[config.mk]
export PLATFORM = sky130hd
export DESIGN_NAME = led_blink_code_controller_unit
export DESIGN_NICKNAME = d
export VERILOG_FILES = /design/src/sv/lbc_pkg.sv /design/src/sv/lbc_front.sv /design/src/sv/lbc_queue.sv /design/src/sv/lbc_back.sv /design/src/sv/led_blink_code_controller_unit.sv
export SDC_FILE = /design/constraint.sdc
export NUM_CORES = 1
export LEC_CHECK = 0
export BUFFER_PORTS_ARGS = -buffer_cell sky130_fd_sc_hd__buf_4
export CAP_MARGIN = 0
export CORE_ASPECT_RATIO = 1.5
export CORE_MARGIN = 2
export CORE_UTILIZATION = 60
export DETAILED_ROUTE_END_ITERATION = 8
export PLACE_DENSITY = 0.79
export REMOVE_ABC_BUFFERS = 1
export SLEW_MARGIN = 20
export SYNTH_ARGS = -nofsm -noshare
export SYNTH_HDL_FRONTEND = slang
export SYNTH_HIERARCHICAL = 1
export SYNTH_SLANG_ARGS = --single-unit
[constraint.sdc]
create_clock -name clk -period 6.3 [get_ports clk]
set_clock_uncertainty 0.15 [all_clocks]
set_input_delay 0.945 -clock clk [delete_from_list [all_inputs] [get_ports clk]]
set_output_delay 0.945 -clock clk [all_outputs]
set_load 0.005 [all_outputs]
[src/sv/lbc_pkg.sv]
// ----------------------------------------------------------------------------
// lbc_pkg
// Shared types and constants of the LED blink-code controller.
// ----------------------------------------------------------------------------
package lbc_pkg;

  // Lamp modes, also the command target encoding
  typedef enum logic [1:0] {
    MODE_IDLE  = 2'd0,
    MODE_OFF   = 2'd1,
    MODE_ON    = 2'd2,
    MODE_BLINK = 2'd3
  } mode_t;

  // Classified operations handed from the front to the back
  typedef enum logic [2:0] {
    OP_NOP   = 3'd0,
    OP_TICK  = 3'd1,
    OP_OFF   = 3'd2,
    OP_ON    = 3'd3,
    OP_BLINK = 3'd4
  } op_t;

  // One result item, lamp_on in the lowest bit
  typedef struct packed {
    logic  phase_changed;
    logic  mode_changed;
    logic  lamp_edge;
    logic  phase;
    mode_t mode;
    logic  lamp_on;
  } result_t;

  // Entries of the queue between front and back
  localparam int QUEUE_DEPTH = 2;

endpackage

[src/sv/lbc_front.sv]
// ----------------------------------------------------------------------------
// lbc_front
// Classify an input item into an operation and clamp its parameters.
// ----------------------------------------------------------------------------
module lbc_front import lbc_pkg::*; #(
  parameter int TIME_BITS  = 16,
  parameter int COUNT_BITS = 8
) (
  input  logic                  in_kind,
  input  mode_t                 in_target,
  input  logic [15:0]           in_cycle,
  input  logic [15:0]           in_wait,
  input  logic [7:0]            in_flash,
  output op_t                   op,
  output logic [TIME_BITS-1:0]  period,
  output logic [TIME_BITS-1:0]  pause,
  output logic [COUNT_BITS-1:0] count
);

  always_comb begin
    if (!in_kind) begin
      op = OP_TICK;
    end else begin
      case (in_target)
        MODE_OFF:   op = OP_OFF;
        MODE_ON:    op = OP_ON;
        MODE_BLINK: op = OP_BLINK;
        default:    op = OP_NOP;
      endcase
    end
  end

  // Saturate values wider than the counters
  if (TIME_BITS >= 16) begin : g_time_wide
    assign period = TIME_BITS'(in_cycle);
    assign pause  = TIME_BITS'(in_wait);
  end else begin : g_time_narrow
    assign period = (|in_cycle[15:TIME_BITS]) ? '1 : in_cycle[TIME_BITS-1:0];
    assign pause  = (|in_wait[15:TIME_BITS])  ? '1 : in_wait[TIME_BITS-1:0];
  end

  if (COUNT_BITS >= 8) begin : g_count_wide
    assign count = COUNT_BITS'(in_flash);
  end else begin : g_count_narrow
    assign count = (|in_flash[7:COUNT_BITS]) ? '1 : in_flash[COUNT_BITS-1:0];
  end

endmodule

[src/sv/lbc_queue.sv]
// ----------------------------------------------------------------------------
// lbc_queue
// Short register queue between the front and the back.
// ----------------------------------------------------------------------------
module lbc_queue import lbc_pkg::*; #(
  parameter int WIDTH = 8
) (
  input  logic             clk,
  input  logic             rst_n,
  input  logic             push,
  input  logic [WIDTH-1:0] push_data,
  output logic             not_full,
  input  logic             pop,
  output logic             not_empty,
  output logic [WIDTH-1:0] head
);

  localparam int PW = (QUEUE_DEPTH > 1) ? $clog2(QUEUE_DEPTH) : 1;
  localparam int CW = $clog2(QUEUE_DEPTH + 1);

  logic [WIDTH-1:0] entry_r [QUEUE_DEPTH];
  logic [PW-1:0]    wr_ptr_r, wr_ptr_nxt;
  logic [PW-1:0]    rd_ptr_r, rd_ptr_nxt;
  logic [CW-1:0]    count_r, count_nxt;
  logic             do_push, do_pop;

  assign not_full  = (count_r != CW'(QUEUE_DEPTH));
  assign not_empty = (count_r != '0);
  assign head      = entry_r[rd_ptr_r];
  assign do_push   = push && not_full;
  assign do_pop    = pop && not_empty;

  always_comb begin
    wr_ptr_nxt = wr_ptr_r;
    rd_ptr_nxt = rd_ptr_r;
    count_nxt  = count_r;
    if (do_push) begin
      wr_ptr_nxt = (wr_ptr_r == PW'(QUEUE_DEPTH - 1)) ? '0 : wr_ptr_r + 1'b1;
    end
    if (do_pop) begin
      rd_ptr_nxt = (rd_ptr_r == PW'(QUEUE_DEPTH - 1)) ? '0 : rd_ptr_r + 1'b1;
    end
    if (do_push && !do_pop) begin
      count_nxt = count_r + 1'b1;
    end else if (do_pop && !do_push) begin
      count_nxt = count_r - 1'b1;
    end
  end

  always_ff @(posedge clk) begin
    if (!rst_n) begin
      wr_ptr_r <= '0;
      rd_ptr_r <= '0;
      count_r  <= '0;
    end else begin
      wr_ptr_r <= wr_ptr_nxt;
      rd_ptr_r <= rd_ptr_nxt;
      count_r  <= count_nxt;
    end
  end

  always_ff @(posedge clk) begin
    if (do_push) begin
      entry_r[wr_ptr_r] <= push_data;
    end
  end

`ifndef ASSERT_OFF
  a_no_overfill: assert property (@(posedge clk) disable iff (!rst_n)
    count_r <= CW'(QUEUE_DEPTH))
    else $error("queue holds more entries than its depth");
  a_pop_empty: assert property (@(posedge clk) disable iff (!rst_n)
    (count_r == '0) && !push |=> count_r == '0)
    else $error("queue count moved without a transfer");
  a_push_count: assert property (@(posedge clk) disable iff (!rst_n)
    do_push && !do_pop |=> count_r == $past(count_r) + 1'b1)
    else $error("queue count missed a push");
`endif

endmodule

[src/sv/lbc_back.sv]
// ----------------------------------------------------------------------------
// lbc_back
// Mode machine: carry out and register one operation per cycle unless stalled.
// ----------------------------------------------------------------------------
module lbc_back import lbc_pkg::*; #(
  parameter int TIME_BITS  = 16,
  parameter int COUNT_BITS = 8
) (
  input  logic                  clk,
  input  logic                  rst_n,
  input  logic                  cfg_we,
  input  mode_t                 cfg_mode,
  input  logic                  q_valid,
  input  op_t                   q_op,
  input  logic [TIME_BITS-1:0]  q_period,
  input  logic [TIME_BITS-1:0]  q_pause,
  input  logic [COUNT_BITS-1:0] q_count,
  output logic                  q_pop,
  output logic                  res_valid,
  input  logic                  res_ready,
  output result_t               res
);

  mode_t                 mode_r, mode_nxt;
  logic                  lamp_r, lamp_nxt;
  logic                  phase_r, phase_nxt;
  logic [COUNT_BITS-1:0] edges_r, edges_nxt, edges_inc;
  logic [TIME_BITS-1:0]  tgl_r, tgl_nxt, tgl_inc;
  logic [TIME_BITS-1:0]  pse_r, pse_nxt, pse_inc;
  logic [TIME_BITS-1:0]  period_r, period_nxt;
  logic [TIME_BITS-1:0]  pause_r, pause_nxt;
  logic [COUNT_BITS-1:0] code_r, code_nxt;
  logic                  fresh_r;
  logic                  valid_r;
  result_t               res_r, res_nxt;
  logic                  mode_seen;

  assign q_pop     = q_valid && (!valid_r || res_ready);
  assign res_valid = valid_r;
  assign res       = res_r;

  assign tgl_inc   = (&tgl_r)   ? tgl_r   : tgl_r + 1'b1;
  assign pse_inc   = (&pse_r)   ? pse_r   : pse_r + 1'b1;
  assign edges_inc = (&edges_r) ? edges_r : edges_r + 1'b1;

  always_comb begin
    mode_nxt   = mode_r;
    lamp_nxt   = lamp_r;
    phase_nxt  = phase_r;
    edges_nxt  = edges_r;
    tgl_nxt    = tgl_r;
    pse_nxt    = pse_r;
    period_nxt = period_r;
    pause_nxt  = pause_r;
    code_nxt   = code_r;
    mode_seen  = 1'b0;
    case (q_op)
      OP_OFF: begin
        mode_nxt  = MODE_OFF;
        mode_seen = 1'b1;
        lamp_nxt  = 1'b0;
      end
      OP_ON: begin
        mode_nxt  = MODE_ON;
        mode_seen = 1'b1;
        lamp_nxt  = 1'b1;
      end
      OP_BLINK: begin
        mode_nxt  = MODE_BLINK;
        mode_seen = 1'b1;
        if (q_period != '0) period_nxt = q_period;
        if (q_pause != '0)  pause_nxt  = q_pause;
        if (q_count != '0)  code_nxt   = q_count;
        edges_nxt = '0;
        phase_nxt = 1'b1;
        pse_nxt   = '0;
        lamp_nxt  = 1'b0;
      end
      OP_TICK: begin
        case (mode_r)
          MODE_OFF: lamp_nxt = 1'b0;
          MODE_ON:  lamp_nxt = 1'b1;
          MODE_BLINK: begin
            if (!phase_r) begin
              if (tgl_inc < period_r) begin
                tgl_nxt = tgl_inc;
              end else begin
                tgl_nxt  = '0;
                lamp_nxt = !lamp_r;
                // falling edge: count it, maybe start the pause
                if (lamp_r) begin
                  if ((code_r == '0) || (edges_inc >= code_r)) begin
                    phase_nxt = 1'b1;
                    pse_nxt   = '0;
                    edges_nxt = '0;
                    if (code_r != '0) begin
                      mode_nxt  = MODE_OFF;
                      mode_seen = 1'b1;
                    end
                  end else begin
                    edges_nxt = edges_inc;
                  end
                end
              end
            end else begin
              pse_nxt = pse_inc;
              if (pse_inc >= pause_r) begin
                phase_nxt = 1'b0;
                tgl_nxt   = '0;
              end
            end
          end
          default: ;
        endcase
      end
      default: ;
    endcase
    res_nxt.lamp_on       = lamp_nxt;
    res_nxt.mode          = mode_nxt;
    res_nxt.phase         = phase_nxt;
    res_nxt.lamp_edge     = (lamp_nxt != lamp_r);
    res_nxt.mode_changed  = mode_seen;
    res_nxt.phase_changed = (phase_nxt != phase_r);
  end

  always_ff @(posedge clk) begin
    if (!rst_n) begin
      mode_r   <= MODE_IDLE;
      lamp_r   <= 1'b0;
      phase_r  <= 1'b0;
      edges_r  <= '0;
      tgl_r    <= '0;
      pse_r    <= '0;
      period_r <= '0;
      pause_r  <= '0;
      code_r   <= '0;
      fresh_r  <= 1'b1;
      valid_r  <= 1'b0;
    end else begin
      if (q_pop) begin
        mode_r   <= mode_nxt;
        lamp_r   <= lamp_nxt;
        phase_r  <= phase_nxt;
        edges_r  <= edges_nxt;
        tgl_r    <= tgl_nxt;
        pse_r    <= pse_nxt;
        period_r <= period_nxt;
        pause_r  <= pause_nxt;
        code_r   <= code_nxt;
        fresh_r  <= 1'b0;
      end else if (cfg_we && fresh_r) begin
        mode_r <= cfg_mode;
      end
      if (q_pop) begin
        valid_r <= 1'b1;
      end else if (res_ready) begin
        valid_r <= 1'b0;
      end
    end
  end

  always_ff @(posedge clk) begin
    if (q_pop) begin
      res_r <= res_nxt;
    end
  end

`ifndef ASSERT_OFF
  a_phase_reported: assert property (@(posedge clk) disable iff (!rst_n)
    q_pop |=> (res_r.phase == phase_r) && (res_r.mode == mode_r))
    else $error("registered result disagrees with the mode state");
  a_on_tick_lit: assert property (@(posedge clk) disable iff (!rst_n)
    q_pop && (q_op == OP_TICK) && (mode_r == MODE_ON) |=> lamp_r)
    else $error("lamp dark after a tick in on mode");
  a_code_bound: assert property (@(posedge clk) disable iff (!rst_n)
    (mode_r == MODE_BLINK) && (code_r != '0) |-> edges_r < code_r)
    else $error("edge count reached the code length while blinking");
  a_result_held: assert property (@(posedge clk) disable iff (!rst_n)
    valid_r && !res_ready |=> valid_r && $stable(res_r))
    else $error("stalled result changed");
`endif

endmodule

[src/sv/led_blink_code_controller_unit.sv]
// ----------------------------------------------------------------------------
// Path: an input transfer is written into the queue, popped by the back and
// its result registered in the output register, held there until taken.
// Throughput: one item per cycle, set by the mode machine step, absent stalls.
// A two-entry queue and the output register let input take items while a
// result waits; the input stalls only when both queue entries are full.
// Reset: synchronous, active low; mode idle, lamp dark, counters and
// parameters zero, queue and output empty.
// ----------------------------------------------------------------------------
// led_blink_code_controller_unit
// LED mode controller (idle, off, on, blink-code) driven by ticks and commands.
// ----------------------------------------------------------------------------
module led_blink_code_controller_unit import lbc_pkg::*; #(
  parameter int TIME_BITS  = 16,
  parameter int COUNT_BITS = 8
) (
  input  logic        clk,
  input  logic        rst_n,
  // configuration: start mode, taken only before the first item
  input  logic        cfg_we,
  input  logic [1:0]  cfg_wdata,
  // input channel
  input  logic        in_tvalid,
  output logic        in_tready,
  // tdata from bit 0: target_mode[1:0], cycle_ticks[17:2], wait_ticks[33:18],
  // flash_count[41:34], zero fill[47:42]
  input  logic [47:0] in_tdata,
  // tuser: kind (0 tick, 1 command)
  input  logic        in_tuser,
  // result channel
  output logic        out_tvalid,
  input  logic        out_tready,
  // tdata from bit 0: lamp_on, mode[2:1], phase, lamp_edge, mode_changed,
  // phase_changed, zero fill[7]
  output logic [7:0]  out_tdata
);

  localparam int OPW = $bits(op_t);
  localparam int QW  = OPW + 2 * TIME_BITS + COUNT_BITS;

  op_t                   f_op, b_op;
  logic [TIME_BITS-1:0]  f_period, f_pause, b_period, b_pause;
  logic [COUNT_BITS-1:0] f_count, b_count;
  logic [QW-1:0]         q_head;
  logic                  q_valid, q_pop;
  result_t               res;

  // Front: classify the transfer and clamp its parameters
  lbc_front #(
    .TIME_BITS  (TIME_BITS),
    .COUNT_BITS (COUNT_BITS)
  ) u_front (
    .in_kind   (in_tuser),
    .in_target (mode_t'(in_tdata[1:0])),
    .in_cycle  (in_tdata[17:2]),
    .in_wait   (in_tdata[33:18]),
    .in_flash  (in_tdata[41:34]),
    .op        (f_op),
    .period    (f_period),
    .pause     (f_pause),
    .count     (f_count)
  );

  // Queue: hold classified operations until the back takes them
  lbc_queue #(
    .WIDTH (QW)
  ) u_queue (
    .clk       (clk),
    .rst_n     (rst_n),
    .push      (in_tvalid),
    .push_data ({f_op, f_period, f_pause, f_count}),
    .not_full  (in_tready),
    .pop       (q_pop),
    .not_empty (q_valid),
    .head      (q_head)
  );

  assign b_op     = op_t'(q_head[QW-1 -: OPW]);
  assign b_period = q_head[COUNT_BITS + 2 * TIME_BITS - 1 -: TIME_BITS];
  assign b_pause  = q_head[COUNT_BITS + TIME_BITS - 1 -: TIME_BITS];
  assign b_count  = q_head[COUNT_BITS-1:0];

  // Back: advance the mode machine, register one result per operation
  lbc_back #(
    .TIME_BITS  (TIME_BITS),
    .COUNT_BITS (COUNT_BITS)
  ) u_back (
    .clk       (clk),
    .rst_n     (rst_n),
    .cfg_we    (cfg_we),
    .cfg_mode  (mode_t'(cfg_wdata)),
    .q_valid   (q_valid),
    .q_op      (b_op),
    .q_period  (b_period),
    .q_pause   (b_pause),
    .q_count   (b_count),
    .q_pop     (q_pop),
    .res_valid (out_tvalid),
    .res_ready (out_tready),
    .res       (res)
  );

  assign out_tdata = {1'b0, res};

endmodule
Yosys cells after proc, flatten, opt, wreduce, memory -nomap -nowiden

Memories as Yosys holds them, arrays and structs flattened. A register that Yosys moved wholly into a read port is not among the register bits.
Index checks and enable logic that the tools add are counted.

Register bits: 97
Bits in writable memories: 86
Input port bits: 56
Output and inout port bits: 10
Word-level logic and storage cells: 142
Memories: 1

$add $sub $neg: 7
Order comparisons: 3
Eq/ne operators: 21
Multiplexer cells: 57
Reductions and logical operators: 33

Memory list:

| name            | words | width | rd ports | clocked after Yosys merged registers in | wr ports | line            | RTL |
|---|---|---|---|---|---|---|---|
| u_queue.entry_r | 2     | 43    | 1        | 1                                       | 1        | lbc_queue.sv:21 | `logic [WIDTH-1:0] entry_r [QUEUE_DEPTH];` |

Operators with widths:

| operator              | number |
|---|---|
| $mux 16               | 10 |
| $mux 8                | 6 |
| $add 16x1->16 const B | 2 |
| $pmux 16 s2           | 1 |
| $reduce_and 16->1     | 2 |
| $reduce_bool 16->1    | 2 |
| $mux 1                | 22 |
| $mux 2                | 10 |
| $ge 16x16->1          | 1 |
| $lt 16x16->1          | 1 |
| $pmux 8 s2            | 1 |
| $reduce_bool 8->1     | 2 |
| $reduce_and 6->1      | 2 |
| $reduce_bool 2->1     | 5 |
| $pmux 3 s3            | 1 |
| $reduce_and 3->1      | 3 |
| $add 8x1->8 const B   | 1 |
| $eq 2x2->1 const B    | 4 |
| $ge 8x8->1            | 1 |
| $logic_not 8->1       | 1 |
| $ne 2x2->1 const B    | 4 |
| $pmux 2 s4            | 1 |
| $reduce_and 8->1      | 1 |
| $eq 3x2->1 const B    | 2 |
| 19 further kinds      | 35 |

Logic depth before layout (Yosys ltp)

Depth after elaboration: 11
Depth in mapped cells: 17
Gate-level depth less buffers: 14

Modules after synthesis

Netlist, hierarchy kept.

Modules (own cells, without submodules):

| module                         | times used | cells each | area each (um2) | seq. area each (um2) |
|---|---|---|---|---|
| lbc_back                       | 1          | 693        | 5,710.5         | 1,931.9 |
| lbc_queue                      | 1          | 158        | 3,344.5         | 2,682.6 |
| lbc_front                      | 1          | 46         | 350.3           | 0.0 |
| led_blink_code_controller_unit | 1          | 2          | 11.3            | 0.0 |

Worst setup path before layout

OpenSTA, ideal clock, no wires.

Path kind: reg2reg
Start point: register u_back.tgl_r[0]
End point: register u_back.tgl_r[1]
Setup time: 0.059 ns
Arrival time: 3.551 ns
Required time: 6.091 ns
Slack: 2.540 ns
Cell stages (with the launch flop): 15
Buffers on the path: 2
Period minus slack after synthesis: 3.760 ns
Path through: dfxtp_1 > ha_1 > nand3_2 > nor4_4 > and3b_1 > and4_1 > xor2_1 > ha_1 > and4_1 > a221oi_2 > o211ai_2 > buf_4 > nor3_1 > buf_2 > a22o_1

Longest elaborated chain between the ends: 5
Elaborated cells between the ends (all ways): 6
Those cells by class: add/sub: 1; order compare: 1; mux: 3; reduce/logical: 1

RTL lines:

| what                                                      | line            | RTL |
|---|---|---|
| start, declared                                           | lbc_back.sv:28  | `logic [TIME_BITS-1:0] tgl_r, tgl_nxt, tgl_inc;` |
| start signal, assigned                                    | lbc_back.sv:145 | `tgl_r <= tgl_nxt;` |
| $add 16x1->16 / $reduce_and 16->1 (equally long branches) | lbc_back.sv:42  | `assign tgl_inc = (&tgl_r) ? tgl_r : tgl_r + 1'b1;` |
| $mux 16 *                                                 | lbc_back.sv:42  |  |
| $lt 16x16->1                                              | lbc_back.sv:85  | `if (tgl_inc < period_r) begin` |
| $mux 16 *                                                 | lbc_back.sv:85  |  |
| $mux 16 *                                                 | lbc_back.sv:84  | `if (!phase_r) begin` |

Every way passes the cells marked *; elsewhere a longest branch is shown, timed or not.
A chain may end at the register's enable or synchronous reset.

Worst setup path in the final report

Start point: register u_back.tgl_r[0]
End point: register u_back.edges_r[7]

Longest elaborated chain between the ends: 5
Elaborated cells between the ends (all ways): 6
Those cells by class: add/sub: 1; order compare: 1; eq/ne: 1; mux: 1; reduce/logical: 2

RTL lines:

| what                                                      | line            | RTL |
|---|---|---|
| $add 16x1->16 / $reduce_and 16->1 (equally long branches) | lbc_back.sv:42  |  |
| $mux 16 *                                                 | lbc_back.sv:42  |  |
| $lt 16x16->1 *                                            | lbc_back.sv:85  |  |
| $ne 2x2->1 (no source line) *                             | --              |  |
| $reduce_and 6->1 (no source line) *                       | --              |  |
| end signal, assigned                                      | lbc_back.sv:144 | `edges_r <= edges_nxt;` |
| end, declared                                             | lbc_back.sv:27  | `logic [COUNT_BITS-1:0] edges_r, edges_nxt, edges_inc;` |

Marked as above.

==> impl_summary.txt <==
----------------------------------------------------
[Power]
  Total power ... 3.40 mW
  Relative contribution of combinational cells to total power ... 23.3%
  Sequential share of power ... 44.0%
  NetSw ... 1.02 mW
  Fraction of power spent switching nets ... 30.0%
  Internal ... 2.38 mW
  Worst IR Drop VDD ... 256 µV
  Clock group share of total power ... 32.7%
  Leakage component of the power ... 4.01 nW
  P per Cell Area ... 330 nW/µm²

[Layout]
  Final Net Count ... 1011
  Layout overhead on the synthesized area ... 9.33%
  Footprint of the multi-input gates ... 4140 µm²
  Total of fill cells in the finished design ... 1196
  Most common library cell in the layout ignoring fill and taps ... edfxtp_1
  Count of antenna diodes in the layout ... 0
  Most frequent cells in the layout ... edfxtp_1, nand2_1, dfxtp_1
  Fraction of layout cells with a size suffix above 1 ... 17.1%
  Sequential standard cell area ... 4620 µm²

[Setup path]
  Crit path required time ... 6.43 ns
  Crit path DAT ... 4.79 ns
  Critical Setup Path Class ... reg -> reg
  Endpoint class of the critical path ... register
  Maximum fanout count along the critical path ... 13
  Kind of launch point of the worst setup path ... register

[Drt]
  Average routed wire per standard cell ... 16.0 µm
  1st-iter DRT viols ... 322
  Routed via count ... 6465
  Drt pass-1 iters ... 6
  DRC Markers ... 0
  Total wirelength of the detailed-routed design ... 18.0 mm
  Per-cell via count in the routed design ... 5.74
  ANT nets after route ... 0

[STA]
  Final clock period utilization by the worst path ... 74.0%
  Tightest hold margin ... 0.310 ns
  Fmax ... 215 MHz
  Final total negative setup slack ... 0 ns
  Worst relative slew slack ... 28.6%
  Setup repair after global routing missed its margin ... no
  Pins over their slew limit ... 0
  Setup violators final ... 0
  Final Hold Viols ... 0
  Worst slew pin tran ... 1.07 ns
  Final critical path time including I/O delays and setup ... 4.66 ns

[Die]
  Initial standard-cell utilization of the core ... 60.8%
  Number of placed I/O pins ... 66
  Overall die area ... 16700 µm²
  Chip width ... 106 µm
  Rows ... 56
  Core area ... 15500 µm²
  Vertical die dimension ... 157 µm

[Synthesis]
  Netlist area before placement ... 9420 µm²
  Number of flip-flops and latches in the synthesized netlist ... 184
  Synthesized area divided by synthesized cell count ... 10.5 µm²
  Most instantiated flip-flop cell in the synthesis netlist ... edfxtp_1
  Synth Instances ... 899
  Part of the Yosys area used for sequential elements ... 49.0%
  Fraction of registers with async set or reset after synthesis ... 0%
  Post-synth EDFFs ... 93
  Yosys cell types ... 68
  Yosys synthesis warning count ... 6

[Place]
  Count of input and output buffers ... 58
  HPWL Detailed ... 12.7 mm
  Routability congestion estimate ... 0.890

[Clock network]
  Buffer levels on the longest clock path ... 2
  Sink count of the clock tree ... 184
  Clock tree from TritonCTS ... built
  Clock transition at path regs ... 0.07 ns
  Clock latency on the worst-skew pair ... 0.44 ns
  Number of buffers added by the clock tree synthesis step ... 17
  Number of H-tree levels ... 4
  Cell at the root of the clock tree ... clkbuf_16
  CTS hold repair buffers ... 0
  Cells resized by post-CTS repair ... 0
  Post-CTS setup-driven buffer insertion count ... 0

[GRT]
  Vias in the first global route ... 6485
  Maximum number of pins on one net before global-route repair ... 47
  Wire length of the first global-routing pass ... 29.9 mm
  GRT Util Overall ... 22.6%
  Initial antenna violation count ... 0
  Gr ovfl total ... 0

[Worst hold path]
  Class of the tightest hold or removal check ... reg -> reg

[Outcome]
  Result of the run ... finished, final reports clean

[Run]
  Count of maximum capacitance violations ... 0

----------------------------------------------------
per-stage QoR:
stage | instance area [µm²] | utilization, % | cells | setup slack (ns)
after global routing | 10300 | 66.5 | 1126 | 1.18
after floorplan | 8940 | - | 828 | 2.20
after CTS | 10300 | 66.5 | 1126 | 1.69
after global placement | 9670 | 62.5 | 1094 | 1.70
final | 10300 | 66.5 | 1126 | 1.64
after detailed placement | 9680 | 62.5 | 1094 | 1.76
area by class of cell:
type	count	area share [%]
multi-input cells	592	40.2
clock buffers	17	4.13
repair buffers	63	4.59
flip-flops and latches	184	44.8
clock inverters	15	1.87
well taps	203	2.47
inverters	52	1.90
worst paths after layout:
path                            end       startpoint  cells after the start  slack (ns)
setup / recovery  u_back/edges_r[7]  u_back/tgl_r[0]                     12        1.64
hold / removal      u_back/pse_r[8]  u_back/pse_r[8]                      2        0.31
setup reg to reg  u_back/edges_r[7]  u_back/tgl_r[0]                     12        1.64
hold reg to reg     u_back/pse_r[8]  u_back/pse_r[8]                      2        0.31
flip-flops by register name (all words and copies together), names as in the netlist, named ones only:
register	flops
u_back/tgl_r	16
u_queue/count_r	2
u_queue/rd_ptr_r	1
u_back/fresh_r	1
u_queue/wr_ptr_r	1
u_back/code_r	8
u_back/lamp_r	1
u_back/edges_r	8
u_back/pause_r	16
u_back/res	7
u_back/res_valid	1
u_queue/entry_r	86
u_back/phase_r	1
u_back/pse_r	16
u_back/period_r	16
u_back/mode_r	2
worst max-delay path, cell delays in order, from the launching register on:
cell,delay [ns]
dfxtp_1,0.40
ha_1,0.24
nand3_2,0.15
nor4_4,0.44
and3b_1,0.31
and4_1,0.27
xor2_1,0.17
ha_1,0.33
and4_1,0.23
a221oi_2,0.45
o211ai_2,0.35
a21oi_1,0.81
o21ai_0,0.21
kinds of logic (layout without fill, tap and decap cells):
logic type / Yosys count / in the layout / synth area share, %
AO/OA/AOI/OAI: 137 / 137 / 9.57
buffers and inverters: 123 / 147 / 7.10
adder cells (fa/ha/maj): 45 / 45 / 5.98
XOR/XNOR: 31 / 31 / 2.88
other: 1 / 1 / 0.0398
multiplexers: 91 / 91 / 10.3
AND/OR/NAND/NOR: 287 / 287 / 15.1
flip-flops: 184 / 184 / 49.0
cell usage after synthesis, drive strengths merged (4+ instances only):
library cell | count | area [µm²]
a211oi | 6 | 45.0
a21oi | 37 | 185
a22o | 12 | 106
a22oi | 5 | 37.5
a31oi | 8 | 50.1
and2 | 10 | 62.6
and3 | 13 | 81.3
and4 | 5 | 43.8
buf | 55 | 412
clkbuf | 16 | 61.3
dfxtp | 91 | 1820
edfxtp | 93 | 2790
ha | 45 | 563
inv | 52 | 195
mux2 | 46 | 518
mux2i | 45 | 450
nand2 | 90 | 338
nand2b | 13 | 88.8
nand3 | 25 | 130
nand3b | 5 | 37.5
nand4 | 13 | 81.3
nor2 | 68 | 255
nor2b | 5 | 33.8
nor3 | 11 | 55.1
nor3b | 4 | 35.0
nor4 | 14 | 103
o211ai | 4 | 35.0
o21a | 5 | 37.5
o21ai | 35 | 175
xnor2 | 19 | 166
xor2 | 12 | 105
metal layers:
metal	wire, µm	vias up	global-route usage [%]	share of wire, %
met3	538	37	2.90	3.0
met2	9850	138	43.8	55
li1	-	3205	-	-
met1	7140	3085	24.2	40
met4	467	0	10.1	2.6
met5	0	-	0	0
power groups by stage:
stage,clock (mW),combinational (mW),sequential [mW]
finish,1.11,0.791,1.50
global route,1.17,0.868,1.51
CTS,1.13,0.795,1.50
detailed placement,0,0.789,1.52
global placement,0,0.775,1.52
floorplan,0,0.525,1.53
Power figures use the tool's default switching activity.
